**config.mk**
```make
export PLATFORM = sky130hd
export DESIGN_NAME = ile_cell
export DESIGN_NICKNAME = d
export VERILOG_FILES = /design/src/rtl/ile_pkg.sv /design/src/rtl/ile_cell.sv
export SDC_FILE = /design/constraint.sdc
export NUM_CORES = 1
export LEC_CHECK = 0
export BUFFER_PORTS_ARGS = -buffer_cell sky130_fd_sc_hd__buf_2
export CAP_MARGIN = 10
export CORE_ASPECT_RATIO = 1.2
export CORE_UTILIZATION = 35
export CTS_CLUSTER_DIAMETER = 30
export DETAILED_ROUTE_END_ITERATION = 8
export GPL_ROUTABILITY_DRIVEN = 1
export PLACE_DENSITY = 0.78
export SYNTH_ARGS = -nofsm -noshare
export SYNTH_HDL_FRONTEND = slang
export SYNTH_SLANG_ARGS = --single-unit
```
**constraint.sdc**
```tcl
create_clock -name i_clk -period 3.53 [get_ports i_clk]
set_input_delay 0.353 -clock i_clk [delete_from_list [all_inputs] [get_ports i_clk]]
set_output_delay 0.353 -clock i_clk [all_outputs]
set_load 0.01 [all_outputs]
```
**src/rtl/ile_pkg.sv**
```systemverilog
// Shared types and codes for the indexed list engine.
package ile_pkg;

    localparam logic [2:0] OP_ADD_FRONT  = 3'd0;
    localparam logic [2:0] OP_ADD_REAR   = 3'd1;
    localparam logic [2:0] OP_REM_FRONT  = 3'd2;
    localparam logic [2:0] OP_REM_REAR   = 3'd3;
    localparam logic [2:0] OP_REM_AT     = 3'd4;
    localparam logic [2:0] OP_INS_BEFORE = 3'd5;

    localparam logic [1:0] ST_OK    = 2'd0;
    localparam logic [1:0] ST_UNDER = 2'd1;
    localparam logic [1:0] ST_RANGE = 2'd2;
    localparam logic [1:0] ST_FULL  = 2'd3;

    typedef struct packed {
        logic [2:0]  op;
        logic [6:0]  position;
        logic [31:0] new_value;
    } t_req;

    typedef struct packed {
        logic [31:0] removed_value;
        logic [1:0]  status;
        logic [6:0]  length;
        logic        is_empty;
    } t_rsp;

    typedef struct packed {
        logic ins;
        logic rem;
    } t_cell_cmd;

endpackage

```
**src/rtl/ile_cell.sv**
```systemverilog
// One list cell: holds an element and shifts with its neighbors.
module ile_cell #(
    parameter int WIDTH = 32,
    parameter int IW    = 6,
    parameter int IDX   = 0
) (
    input  logic                  i_clk,
    input  ile_pkg::t_cell_cmd    i_cmd,
    input  logic [IW-1:0]         i_slot,
    input  logic [WIDTH-1:0]      i_new,
    input  logic [WIDTH-1:0]      i_left,
    input  logic [WIDTH-1:0]      i_right,
    output logic [WIDTH-1:0]      o_val,
    output logic [WIDTH-1:0]      o_tap
);

    localparam logic [IW-1:0] MY_IDX = IW'(IDX);

    logic [WIDTH-1:0] r_val;
    logic [WIDTH-1:0] n_val;

    always_comb begin
        n_val = r_val;
        if (i_cmd.ins) begin
            if (MY_IDX == i_slot) begin
                n_val = i_new;
            end else if (MY_IDX > i_slot) begin
                n_val = i_left;
            end
        end else if (i_cmd.rem) begin
            if (MY_IDX >= i_slot) begin
                n_val = i_right;
            end
        end
    end

    always_ff @(posedge i_clk) begin
        r_val <= n_val;
    end

    assign o_val = r_val;
    assign o_tap = (MY_IDX == i_slot) ? r_val : '0;

endmodule

```
* After elaboration in Yosys (flattened, before gate mapping) *
Index checks and enable logic that the tools add are counted.

cells by class
  order comparisons = 2
  equality and inequality tests = 1
  muxes and demuxes = 6
  reduce and logical (&&, ||, !) cells = 4

operators with widths
  kind                                                                             number
  32-bit 2-to-1 mux                                                                6
  1-bit by 6-bit >= comparator with 1-bit output (first input constant)            1
  1-bit by 6-bit greater-than comparator with 1-bit output (first input constant)  1
  6-bit zero test                                                                  1
  2-bit nonzero test                                                               2
  3-bit by 1-bit inequality test with 1-bit output (second input constant)         1
  3-bit AND reduction                                                              1

word-level totals
  flip-flop bits (word level) = 32
  input bits = 105
  output and inout port bits = 64
  word-level logic and storage cells = 14

* Logic depth before layout (Yosys ltp) *
Gate-level depths: netlist of run 1.

  word-level depth = 4
  mapped depth = 4

* Least setup slack after synthesis of run 1 *
No wires, ideal clock.

  kind = input-to-reg
  from = input port i_slot[3]
  to = register r_val[0] (netlist: o_val[0]), enable pin
  setup time = 0.461 ns
  data arrival time = 3.304 ns
  required time = 3.069 ns
  setup slack = -0.235 ns
  stages = 3
  path buffers = 1
  path through = or4_4 -> buf_6 -> nor3_1

on the way
  longest elaborated chain between the ends = 3

ends and longest elaborated chain
  element                                                                                                  RTL line        text
  from (decl)                                                                                              ile_cell.sv:9   input logic [IW-1:0] i_slot,
  1-bit by 6-bit greater-than comparator with 1-bit output, or another cell as far along                   ile_cell.sv:27  end else if (MY_IDX > i_slot) begin
  3-bit by 1-bit inequality test with 1-bit output (no line) / 2-bit nonzero test (equally long branches)  n/a
  3-bit AND reduction (no line) *                                                                          n/a
  to (signal assigned)                                                                                     ile_cell.sv:38  r_val <= n_val;
  to (decl)                                                                                                ile_cell.sv:19  logic [WIDTH-1:0] r_val;

Mark *: on every way between the ends. The rest lies on a longest branch, timed or not.
A chain may end at the register's enable or synchronous reset.

* Final worst setup path of run 1 *
  from = input port i_slot[3]
  to = register r_val[25] (netlist: o_val[25]), enable pin

The elaborated chain is that of the path after synthesis.

==> impl_metrics.py, run 1 <==
metrics = {
    "floorplanning": {
        "io_pins": 169,
        "die_area_sq_mm": 0.00619,
        "initial_core_util_pct": 36.3,
        "die_h_microns": 86.0,
        "core_area_sq_mm": 0.00567,
        "fp-row-count": 30,
        "die_w_microns": 72.0,
    },
    "layout": {
        "fin_cells": 458,
        "ff_latch_area_sq_um": 961,
        "multiInputGateArea_sq_um": 911,
        "largest_reg_flops": 32,
        "area_growth_pct": 42.4,
        "drive_gt1_share_pct": 48.7,
        "post-route-util_pct": 51.7,
        "nets": 483,
        "n_antenna_cell": 0,
        "nFillCells": 560,
        "final_cell_area_sq_mm": 0.00293,
    },
    "synthesis": {
        "synth.distinct_cells": 21,
        "yosysMostFrequentCell": "nor2_1",
        "syn_area_sq_mm": 0.00206,
        "syn_inst": 223,
        "ys_seq_area_share_pct": 46.7,
        "synth-edff-count": 32,
        "syn_nets": 328,
        "synth.top_cells.by_count": "34 x nor2_1, 32 x a31oi_1, 32 x and3_1, 32 x edfxtp_1, 32 x nand3_1",
        "syn_avg_cell_area_sq_um": 9.22,
        "ys_warn_count": 0,
        "async_reset_ff_share_pct": 0,
        "ys_ff_latch": 32,
        "ys_top_cells_by_area": "edfxtp_1 47%, a31oi_1 9.7%, and3_1 9.7%",
        "ys.flop_type": "edfxtp_1",
        "synth_top_area_share_pct": 46.7,
        "synth_top_area_cell": "edfxtp_1",
    },
    "sta": {
        "setup_viol": 0,
        "max_freq_mhz": 480,
        "fin_setup_tns_ns": 0,
        "drv_slew": 0,
        "worst_pin_slew_ns": 1.05,
        "finalCriticalPeriod_ns": 2.08,
        "finalWorstSetupSlack_ns": 1.45,
        "grt_setup_unrepaired": "false",
        "max_slew_margin_pct": 29.8,
        "hold_viol_final": 0,
        "post-route-period-util_pct": 59.0,
    },
    "grt": {
        "grt_max_degree": 65,
        "grt_overflow_total": 0,
        "antenna_found_initial": 0,
        "grt_pass1_wl_microns": 9200,
        "grt_pass1_vias": 2086,
        "track_usage_pct": 18.9,
    },
    "detailed_routing": {
        "drtIter0Drc": 152,
        "drt-total-wl_microns": 5940,
        "drcViolationCount": 0,
        "dr.pass1.iters": 5,
        "drt-vias-per-instance": 5.00,
        "wl_per_cell_microns": 13.0,
        "ant_nets": 0,
        "routed-via-count": 2291,
    },
    "pwr": {
        "ir_worst_vdd_mv": 0.143,
        "power_leakage_nw": 1.44,
        "p_per_area_mw_per_mm2": 283,
    },
    "place": {
        "dpl_cell_area_sq_mm": 0.00285,
        "dp_cells": 451,
        "place.gp.congestion": 0.843,
        "place_hpwl_microns": 4320,
        "io_buffer_count": 168,
        "pre_cts_ws_ns": 1.14,
    },
    "cts": {
        "ctsHoldBuffers": 0,
        "post_cts_resized": 0,
        "clk_pin_slew_worst_paths_ns": 0.06,
        "cts-root-buf": "clkbuf_8",
        "cts.sinks": 32,
        "cts.path.max_buffers": 2,
        "cts_setup_buffers": 0,
        "cts_tree": "yes",
        "cts-buffers-inserted": 5,
        "htreeDepth": 2,
    },
    "setup_path": {
        "worstPathRequired_ns": 3.47,
        "cp.arrival_ns": 2.03,
        "worstSetupStartpointType": "input pin",
        "crit_path_max_fanout": 33,
        "critical_path_class": "in2reg",
        "cp-end-kind": "flip-flop",
    },
    "flow_run": {
        "maxCapViolations": 0,
    },
    "worst_hold_path": {
        "hold_path_class": "in2reg",
    },
    "outcome": {
        "outcome": "finished clean",
    },
}
-- worst max-delay path: stages --
cell    delay [ns]
buf_2         0.12
or4_4         0.73
nor3_4        0.42
buf_4         0.39
-- area by class of cell --
class,count,share of cell area (%)
flip-flops and latches,32,32.8
multi-input cells,166,31.1
repair buffers,173,30.0
well taps,80,3.42
clock buffers,6,2.48
clock inverters,1,0.171
-- kinds of logic (layout without fill, tap and decap cells) --
| group | after synthesis | after routing | synth area share [%] |
|---|---|---|---|
| buffers and inverters | 25 | 180 | 9.86 |
| AO/OA/AOI/OAI | 64 | 64 | 17.5 |
| AND/OR/NAND/NOR | 102 | 102 | 25.9 |
| flip-flops | 32 | 32 | 46.7 |
-- cell usage in the layout, fill, tap and decap left out, drive strengths merged --
cell type	n
nand3	32
or4	1
nor4	1
nor3	1
or2	1
clkinv	1
and3	32
a31oi	32
buf	173
edfxtp	32
nor2	34
clkbuf	6
o21ai	32
-- final timing paths --
check             startpoint        end  slack, ns  depth (start not counted)
hold / removal    i_right[4]   o_val[4]       0.42                          3
setup / recovery   i_slot[3]  o_val[25]       1.45                          4
-- per-layer routing --
| layer | routed length, microns | GRT usage, % | up-vias |
|---|---|---|---|
| li1 | - | - | 1151 |
| met1 | 2350 | 21.2 | 1034 |
| met2 | 3240 | 36.1 | 98 |
| met3 | 260 | 2.70 | 8 |
| met4 | 87 | 6.24 | 0 |
| met5 | 0 | 0 | - |
-- power by group --
part	total, mW	switching, mW	leakage [nW]	internal [mW]
clock network	0.257	0.123	0.0410	0.134
logic	0.144	0.0756	1.10	0.0684
registers	0.427	0.00166	0.298	0.425
-- per-stage QoR --
step	hold WS (ns)	power (mW)
2_1_floorplan	0.602	0.510
3_5_place_dp	0.702	0.579
3_3_place_gp	0.695	0.576
6_report	0.418	0.828
5_1_grt	0.424	0.865
4_1_cts	0.409	0.836
Note: power is estimated with default switching activity, not from simulation.
==> run 2, diff against run 1 <==
--- a/config.mk
+++ b/config.mk
@@ -5,14 +5,15 @@
 export SDC_FILE = /design/constraint.sdc
 export NUM_CORES = 1
 export LEC_CHECK = 0
+export ABC_AREA = 1
 export BUFFER_PORTS_ARGS = -buffer_cell sky130_fd_sc_hd__buf_2
 export CAP_MARGIN = 10
 export CORE_ASPECT_RATIO = 1.2
-export CORE_UTILIZATION = 35
+export CORE_UTILIZATION = 37
 export CTS_CLUSTER_DIAMETER = 30
 export DETAILED_ROUTE_END_ITERATION = 8
 export GPL_ROUTABILITY_DRIVEN = 1
-export PLACE_DENSITY = 0.78
+export PLACE_DENSITY = 0.79
 export SYNTH_ARGS = -nofsm -noshare
 export SYNTH_HDL_FRONTEND = slang
 export SYNTH_SLANG_ARGS = --single-unit
==> constraint.sdc (replaced) <==
create_clock -name i_clk -period 1.8 [get_ports i_clk]
set_input_delay 0.18 -clock i_clk [delete_from_list [all_inputs] [get_ports i_clk]]
set_output_delay 0.18 -clock i_clk [all_outputs]
set_load 0.01 [all_outputs]
==> impl_metrics.py, run 2 <==
metrics = {
    "setup_path": {
        "path_buf_inv": 3,
        "crit_path_max_fanout": 22,
        "crit_cells": 6,
        "cp.arrival_ns": 1.15,
        "cp_common_cell": "buf_2",
        "path_cells": "buf_2, nor2_2, nand3_2, buf_4, nor2_1, buf_2",
        "worstSetupStartpointType": "input pin",
        "cp_slowest_stage_delay_ns": 0.25,
        "critical_path_class": "in2out",
        "cp-end-kind": "output port",
        "crit_family": "buffers and inverters",
        "worstPathRequired_ns": 1.62,
        "critPathSlowestCell": "buf_4",
    },
    "layout": {
        "n_antenna_cell": 0,
        "final_common_cell": "buf_2",
        "largest_reg_flops": 32,
        "drive_gt1_share_pct": 37.4,
        "area_growth_pct": 45.4,
        "final_cell_mix": "168 x buf_2, 96 x inv_1, 96 x nand2_1",
        "nets": 618,
        "fin_cells": 596,
    },
    "detailed_routing": {
        "drt-total-wl_microns": 6850,
        "wl_per_cell_microns": 11.5,
        "drcViolationCount": 0,
        "routed-via-count": 2709,
        "drt-vias-per-instance": 4.55,
        "dr.pass1.iters": 4,
        "ant_nets": 0,
        "drtIter0Drc": 102,
    },
    "place": {
        "place_hpwl_microns": 5380,
        "pre_cts_ws_ns": 0.468,
        "io_buffer_count": 168,
        "place.gp.congestion": 0.819,
        "dp_cells": 588,
    },
    "sta": {
        "holdWs_ns": 0.171,
        "hold_viol_final": 0,
        "setup_viol": 0,
        "finalCriticalPeriod_ns": 1.33,
        "fin_setup_tns_ns": 0,
        "max_freq_mhz": 752,
        "post-route-period-util_pct": 73.9,
        "worst_pin_slew_ns": 0.523,
        "drv_slew": 0,
        "grt_setup_unrepaired": "false",
        "max_slew_margin_pct": 65.1,
        "finalWorstSetupSlack_ns": 0.470,
    },
    "flow_run": {
        "maxCapViolations": 0,
    },
    "cts": {
        "ctsHoldBuffers": 0,
        "cts.path.max_buffers": 2,
        "post_cts_resized": 0,
        "cts-buffers-inserted": 5,
        "cts.sinks": 32,
        "htreeDepth": 2,
        "clk_pin_slew_worst_paths_ns": 0.06,
        "cts_tree": "yes",
        "cts-root-buf": "clkbuf_8",
        "cts_setup_buffers": 0,
    },
    "grt": {
        "grt_use_met1_pct": 26.3,
        "grt_overflow_total": 0,
        "track_usage_pct": 21.4,
        "met3_usage_pct": 2.85,
        "top_usage_layer": "met2",
        "grt_pass1_wl_microns": 10500,
        "grt_pass1_vias": 2344,
        "grtUsageMet2_pct": 37.9,
        "grt_max_degree": 33,
        "antenna_found_initial": 1,
    },
    "pwr": {
        "p_per_area_mw_per_mm2": 547,
        "power_mw": 1.84,
        "power_leakage_nw": 2.13,
        "ir_worst_vdd_mv": 0.284,
    },
    "synthesis": {
        "syn_area_sq_mm": 0.00231,
        "ys_seq_area_share_pct": 41.6,
        "synth.distinct_cells": 12,
        "synth_xor_area_share_pct": 0,
        "synth-edff-count": 32,
        "synth_top_family_by_area": "simple AND/OR/NAND/NOR gates",
        "syn_avg_cell_area_sq_um": 6.59,
        "ys_warn_count": 0,
        "syn_inst": 350,
        "async_reset_ff_share_pct": 0,
        "synth_top_area_share_pct": 41.6,
        "syn_nets": 455,
        "synthSimpleGateAreaFrac_pct": 37.8,
        "ys_top_cells_by_area": "edfxtp_1 42%, inv_1 16%, nand2_1 16%",
        "synth_fa_ha_area_share_pct": 0,
        "synth.top_cells.by_count": "96 x inv_1, 96 x nand2_1, 34 x nor2_1, 33 x nand3_1",
        "synth_top_area_cell": "edfxtp_1",
        "synthMuxAreaShare_pct": 0,
        "ys.flop_type": "edfxtp_1",
        "synth_compound_area_share_pct": 0,
        "ys_ff_latch": 32,
    },
    "worst_hold_path": {
        "hold_path_class": "in2reg",
        "min_path_cells": 3,
        "hp-start": "i_right[11]",
        "min_to": "o_val[11]",
    },
    "floorplanning": {
        "initial_core_util_pct": 38.4,
        "io_pins": 169,
        "die_w_microns": 74.1,
        "core_area_sq_mm": 0.00601,
        "die_area_sq_mm": 0.00656,
        "die_h_microns": 88.5,
        "fp-row-count": 31,
    },
    "outcome": {
        "outcome": "finished clean",
    },
}
run 2: cell count changes in the layout (fill, tap and decap cells not counted), sizes merged, moves of 3 or more:
cell	change
nor2	+3
buf	+6
a31oi	-32
o21ai	-32
nand4	+32
inv	+97
nand2	+96
and3	-32
run 2: report_power, final:
group	leakage (nW)	switching, mW	internal, mW
clock	0.0552	0.257	0.410
sequential	0.279	0.00352	0.834
combinational	1.80	0.179	0.152
run 2: metrics by stage:
| step | utilization [%] | area, sq um |
|---|---|---|
| 6_report | 55.8 | 3360 |
| 5_1_grt | 55.8 | 3360 |
| 4_1_cts | 55.8 | 3360 |
| 3_5_place_dp | 54.0 | 3250 |
| 3_3_place_gp | 54.0 | 3250 |
| 2_1_floorplan | - | 2310 |
run 2: logic make-up (layout without fill, tap and decap cells):
family        count (synthesis)  in the layout
flops                        32             32
buf+inv                     120            284
simple gates                198            198
run 2: worst max path at each step:
stage | from | end | slack, ns
after floorplan | i_slot[1] | o_val[0] | 0.21
after global placement | i_slot[5] | o_val[23] | 0.54
after detailed placement | i_slot[5] | o_tap[30] | 0.47
after CTS | i_slot[5] | o_tap[30] | 0.47
after global routing | i_slot[5] | o_tap[29] | 0.41
final | i_slot[5] | o_tap[29] | 0.47
run 2: cell type report:
class / instances / area [sq um]
flip-flops and latches: 32 / 961
clock inverters: 2 / 35.0
inverters: 97 / 364
well taps: 82 / 103
clock buffers: 6 / 72.6
fillers: 566 / 2660
repair buffers: 179 / 936
multi-input cells: 198 / 885
run 2: layer usage:
| layer | vias to the layer above | share of wire, % |
|---|---|---|
| met5 | - | 0.19 |
| met4 | 2 | 1.2 |
| met3 | 10 | 5.5 |
| met2 | 110 | 51 |
| met1 | 1201 | 42 |
| li1 | 1386 | - |
